===== src/design/cbps_pkg.sv =====
// shared types and constants for the cubic b-spline point smoother
package cbps_pkg;

  localparam int CoordW   = 32;
  localparam int StepW    = 7;
  localparam int IncrW    = 16;
  localparam int CfgIdxW  = 1;
  localparam int CfgDataW = 16;
  localparam int CoefW    = 36;
  localparam int AccW     = 38;
  localparam int TW       = IncrW + 1;
  localparam int ProdW    = AccW + TW;
  localparam int DivAW    = 18;
  localparam int DivBW    = 16;
  localparam int DefaultMaxSteps = 64;

  localparam logic [CfgIdxW-1:0] RegSteps = 1'd0;
  localparam logic [CfgIdxW-1:0] RegIncr  = 1'd1;

  localparam logic [StepW-1:0] StepsReset = 7'd30;
  localparam logic [IncrW-1:0] IncrReset  = 16'd2185;

  // six times the signed 32-bit range, bounds for the divide by six
  localparam logic signed [AccW-1:0] DivSpan = 38'sd12884901888;
  localparam logic [14:0] Recip3Hi = 15'd21845;
  localparam logic [19:0] Recip3Lo = 20'd699051;
  localparam int Recip3Shift = 21;

  typedef enum logic [2:0] {
    ST_IDLE,
    ST_COEF,
    ST_MUL,
    ST_ADD,
    ST_DIV1,
    ST_DIV2,
    ST_OUT
  } state_t;

  typedef struct packed {
    logic       load_point;
    logic       coef;
    logic       mul;
    logic       add;
    logic [1:0] step;
    logic       div1;
    logic       div2;
    logic       out_load;
    logic       out_last;
    logic       shift;
  } cmd_t;

  typedef struct packed {
    logic run;
  } status_t;

endpackage


===== src/design/cbps_ctrl.sv =====
// controller: sequences coefficient setup, horner steps, divide and output
module cbps_ctrl #(
  parameter int MAX_STEPS = cbps_pkg::DefaultMaxSteps
) (
  input  logic                          clk,
  input  logic                          rst,
  input  logic                          cfg_we,
  input  logic [cbps_pkg::CfgIdxW-1:0]  cfg_index,
  input  logic [cbps_pkg::CfgDataW-1:0] cfg_data,
  input  logic                          in_valid,
  output logic                          in_ready,
  output logic                          out_valid,
  input  logic                          out_ready,
  input  cbps_pkg::status_t             status,
  output cbps_pkg::cmd_t                cmd
);
  import cbps_pkg::*;

  localparam int JW = $clog2(MAX_STEPS + 1);
  localparam logic [7:0] MaxN = 8'(MAX_STEPS);

  state_t           state, state_next;
  logic [1:0]       step;
  logic [JW-1:0]    j;
  logic [StepW-1:0] steps;
  logic [7:0]       n_raw, n_even, n_clip;
  logic [JW-1:0]    n;
  logic             last;
  logic             out_free;

  always_comb begin
    n_raw  = (steps == '0) ? 8'd1 : {1'b0, steps};
    n_even = n_raw + {7'd0, n_raw[0]};
    n_clip = (n_even > MaxN) ? MaxN : n_even;
    n      = n_clip[JW-1:0];
  end

  assign last     = (({1'b0, j} + (JW+1)'(1)) == {1'b0, n});
  assign out_free = !out_valid || out_ready;

  always_comb begin
    state_next = state;
    unique case (state)
      ST_IDLE: if (in_valid && status.run) state_next = ST_COEF;
      ST_COEF: state_next = ST_MUL;
      ST_MUL:  state_next = ST_ADD;
      ST_ADD:  state_next = (step == 2'd2) ? ST_DIV1 : ST_MUL;
      ST_DIV1: state_next = ST_DIV2;
      ST_DIV2: state_next = ST_OUT;
      ST_OUT:  if (out_free) state_next = last ? ST_IDLE : ST_MUL;
      default: state_next = ST_IDLE;
    endcase
  end

  always_comb begin
    cmd      = '0;
    in_ready = 1'b0;
    cmd.step = step;
    unique case (state)
      ST_IDLE: begin
        in_ready       = 1'b1;
        cmd.load_point = in_valid;
      end
      ST_COEF: cmd.coef = 1'b1;
      ST_MUL:  cmd.mul = 1'b1;
      ST_ADD:  cmd.add = 1'b1;
      ST_DIV1: cmd.div1 = 1'b1;
      ST_DIV2: cmd.div2 = 1'b1;
      ST_OUT: begin
        cmd.out_load = out_free;
        cmd.out_last = last;
        cmd.shift    = out_free && last;
      end
      default: cmd = '0;
    endcase
  end

  always_ff @(posedge clk) begin
    if (rst) begin
      state     <= ST_IDLE;
      step      <= '0;
      j         <= '0;
      steps     <= StepsReset;
      out_valid <= 1'b0;
    end else begin
      state <= state_next;
      if (cfg_we && cfg_index == RegSteps) steps <= cfg_data[StepW-1:0];
      if (cmd.coef) begin
        j    <= '0;
        step <= '0;
      end
      if (cmd.add) step <= step + 2'd1;
      if (cmd.out_load) begin
        j    <= j + JW'(1);
        step <= '0;
      end
      if (cmd.out_load) out_valid <= 1'b1;
      else if (out_ready) out_valid <= 1'b0;
    end
  end

endmodule


===== config.mk =====
export PLATFORM = sky130hd
export DESIGN_NAME = cbps_ctrl
export DESIGN_NICKNAME = d
export VERILOG_FILES = /design/src/design/cbps_pkg.sv /design/src/design/cbps_ctrl.sv
export SDC_FILE = /design/constraint.sdc
export NUM_CORES = 1
export LEC_CHECK = 0
export BUFFER_PORTS_ARGS = -buffer_cell sky130_fd_sc_hd__buf_2
export CAP_MARGIN = 10
export CELL_PAD_IN_SITES_DETAIL_PLACEMENT = 1
export CELL_PAD_IN_SITES_GLOBAL_PLACEMENT = 2
export CORE_ASPECT_RATIO = 1.4
export CORE_MARGIN = 2
export CORE_UTILIZATION = 33
export CTS_BUF_LIST = sky130_fd_sc_hd__clkbuf_4
export DETAILED_ROUTE_END_ITERATION = 10
export PLACE_DENSITY = 0.89
export SETUP_SLACK_MARGIN = 0.4
export SLEW_MARGIN = 40
export SYNTH_ARGS = -nofsm -noshare
export SYNTH_HDL_FRONTEND = slang
export SYNTH_SLANG_ARGS = --single-unit

===== constraint.sdc =====
create_clock -name clk -period 3.3 [get_ports clk]
set_input_delay 0.33 -clock clk [delete_from_list [all_inputs] [get_ports clk]]
set_output_delay 0.33 -clock clk [all_outputs]
set_load 0.03 [all_outputs]

==> flow_metrics.tcl <==
set metrics [dict create \
    busiest_layer "met2" \
    synth_top_family_by_area "simple AND/OR/NAND/NOR gates" \
    dpl.hpwl_mm 2.58 \
    ant_nets 0 \
    async_flop_share 0 \
    port_buffers 26 \
    overflow 0 \
    hold_viol 0 \
    synth_compound_area_frac 0.190 \
    status "completed" \
    clock_latency_ns 0.31 \
    synth_seq_cells 20 \
    nets 235 \
    synth-edff-count 0 \
    avgSynthCellArea_sq_um 7.62 \
    dieHeight_um 82.0 \
    ys_seq_area_frac 0.279 \
    synth_warnings 0 \
    r2r_cells 6 \
    reg2reg_slack_ns 1.18 \
    cp_slowest_cell "or4_1" \
    place_ws_ns 0.477 \
    synth_simple_gate_area_frac 0.344 \
    leakagePower_uw 0.000646 \
    min_period_ns 2.76 \
    dieWidth_um 59.7 \
    synth.top_cell.area_share 0.279 \
    relSlewSlack 0.494 \
    place_congestion 0.824 \
    num_vias 1400 \
    synth_ff_type "dfxtp_1" \
    total_power_uw 469 \
    gr-usage-met2 0.267 \
    path_max_fanout 8 \
    min_to "steps[2]" \
    fin_ws_ns 0.536 \
    tns_ns 0 \
    die_area_sq_um 4890 \
    path_cells "or4_1, o21ai_1, and3_1, a211oi_1, or2_0, nor4b_4, buf_6" \
    cts_tree "done" \
    avgViaCountPerCell 5.53 \
    hold_buffers 0 \
    critPathRequiredTime_ns 2.97 \
    hold_path_startpoint "cfg_data[2]" \
    fin_crit_sh 0.838 \
    fp-row-count 28 \
    crit_type "reg -> out" \
    cp-end-kind "output pin" \
    drv_cap 0 \
    root_buffer "clkbuf_4" \
    area_delta_synth_final_pct 16.7 \
    use_met3 0.0142 \
    synth_fa_ha_area_frac 0.0175 \
    cts_buffers 3 \
    peakVddDrop_v 0.000105 \
    synth_fp_nets 213 \
    fin_skew_ns 0.00770 \
    antenna_found_initial 0 \
    initial_core_util 0.341 \
    r2r-start "state[0]" \
    critical_path.startpoint "steps[3]" \
    clk_path_buf_depth 2 \
    tightest_slew_ns 0.754 \
    timing.rr.end "j[4]" \
    p_per_area_nw_per_um2 280 \
    drc 0 \
    grt_setup_unrepaired "false" \
    worstPathArrival_ns 2.43 \
    dr.pass1.iters 4 \
    hold_slack_ns 0.212 \
    cp-start-kind "register" \
    ys_types 47 \
    muxShareOfSynthArea 0.0349 \
    drive_gt1_frac 0.240 \
    ios 36 \
    slew_viol_final 0 \
    core_region_area_sq_um 4200 \
    nFillCells 530 \
    max_freq_ghz 0.362 \
    antennaDiodeCount 0 \
    grt_usage 0.153 \
    clkTransAtPathRegs_ns 0.12 \
    wirelength_mm 3.62 \
    drt_iter0_markers 64 \
    wl_per_cell_um 14.3 \
    hold_class "in -> reg" \
    first_global_vias 1341 \
    synth_xor_area_frac 0.0550 \
    grt_max_degree 21 \
    netlist_area_sq_um 1430 \
    syn-instance-count 188 \
    holdPathStages 2 \
    use_met1 0.183 \
    grt_pass1_wl_mm 5.88 \
    synth.area.top_cells "dfxtp_1 (28%), nor2_1 (6.6%), nor3_1 (3.8%)" \
    critPathMaxStageDelay_ns 0.53 \
    cts_sinks 20 \
    setup_viol 0 \
    htree_levels 1 \
    postLayoutCoreUtil 0.398 \
    yosysTopAreaCell "dfxtp_1" \
]
## placed cells by master, fill, tap and decap left out, types with 2 or more instances in the layout
cell and n:
and3_1 4, nor3_1 11, buf_4 6, o21ai_0 5, inv_1 5, a2111oi_0 2, nor2b_1 4, o211ai_1 2
xnor2_1 6, nand2_1 11, mux2i_1 5, nor2_1 25, buf_6 2, a211oi_1 5, nor4b_4 2, o21a_1 2
a21oi_1 10, and2_1 6, buf_2 24, dfxtp_1 15, a211o_1 4, clkbuf_4 3, dfxtp_2 3, nand3_1 9
nand2b_1 6, a31oi_1 3, xor2_1 3, or3_1 2, dfxtp_4 2
## metrics by stage
| step | area [sq um] | cells |
|---|---|---|
| after detailed placement | 1540 | 244 |
| after floorplan | 1450 | 188 |
| after global placement | 1540 | 244 |
| after CTS | 1580 | 247 |
| final | 1670 | 253 |
| after global routing | 1670 | 253 |
## critical path: cells and delay by family, from the launching register on
family / cells / cell delay (ns)
flip-flops: 1 / 0.42
AO/OA/AOI/OAI: 2 / 0.23
AND/OR/NAND/NOR: 4 / 1.31
buffers and inverters: 1 / 0.17
## synthesized netlist by cell type (all sizes together) (2+ instances only)
master / number
nor3: 11
a21oi: 10
or2: 2
buf: 8
nand2b: 6
a31oi: 3
clkbuf: 7
or3: 2
xor2: 3
inv: 6
and2: 6
ha: 2
and3: 4
a2111oi: 2
nor4b: 2
a211oi: 5
nor2b: 5
a211o: 4
mux2i: 5
xnor2: 6
nor4: 3
o21ai: 6
nand2: 11
o211ai: 2
dfxtp: 20
nor2: 25
nand3: 9
o21a: 2
## repair_timing
item | CTS | global route
pin swaps | 0 | 1
buffers inserted | 0 | 6
setup endpoints to repair | 2 | 2
resized for setup | 5 | 13
## logic make-up (layout without fill, tap and decap cells)
kind of cell | count (synthesis) | in the layout
mux | 5 | 5
fa+ha+maj | 2 | 2
xor+xnor | 9 | 9
compound gates | 40 | 40
buf+inv | 22 | 42
simple gates | 90 | 90
flops | 20 | 20
## metal layers
layer,vias up,share of wire,wire length (um)
met3,6,0.027,99
met4,0,0.022,81
li1,707,-,-
met1,656,0.44,1570
met2,31,0.51,1860
met5,-,0,0
## worst max-delay path by stage
| stage | endpoint | cells past startpoint |
|---|---|---|
| 3_3_place_gp | cmd[0] | 8 |
| 5_1_grt | cmd[0] | 8 |
| 3_5_place_dp | cmd[0] | 8 |
| 4_1_cts | cmd[0] | 8 |
| 2_1_floorplan | cmd[0] | 8 |
| 6_report | cmd[1] | 7 |
## area by class of cell
cell class | instances | area (sq um) | area share
flip-flops and latches | 20 | 412 | 0.246
repair buffers | 32 | 188 | 0.112
inverters | 7 | 30.0 | 0.0180
multi-input cells | 146 | 963 | 0.576
clock buffers | 3 | 22.5 | 0.0135
well taps | 45 | 56.3 | 0.0337
## power breakdown
part           switching, uW  leakage (uW)  internal [uW]
Combinational           47.7      0.000467           35.9
Sequential              16.4      0.000165            247
Clock                   79.0     0.0000138           42.7
## state kept, by name, indices dropped and copies added (netlist names)
name,cells
j,7
steps,7
state,3
step,2
out_valid,1
(Power assumes the default switching activity.)
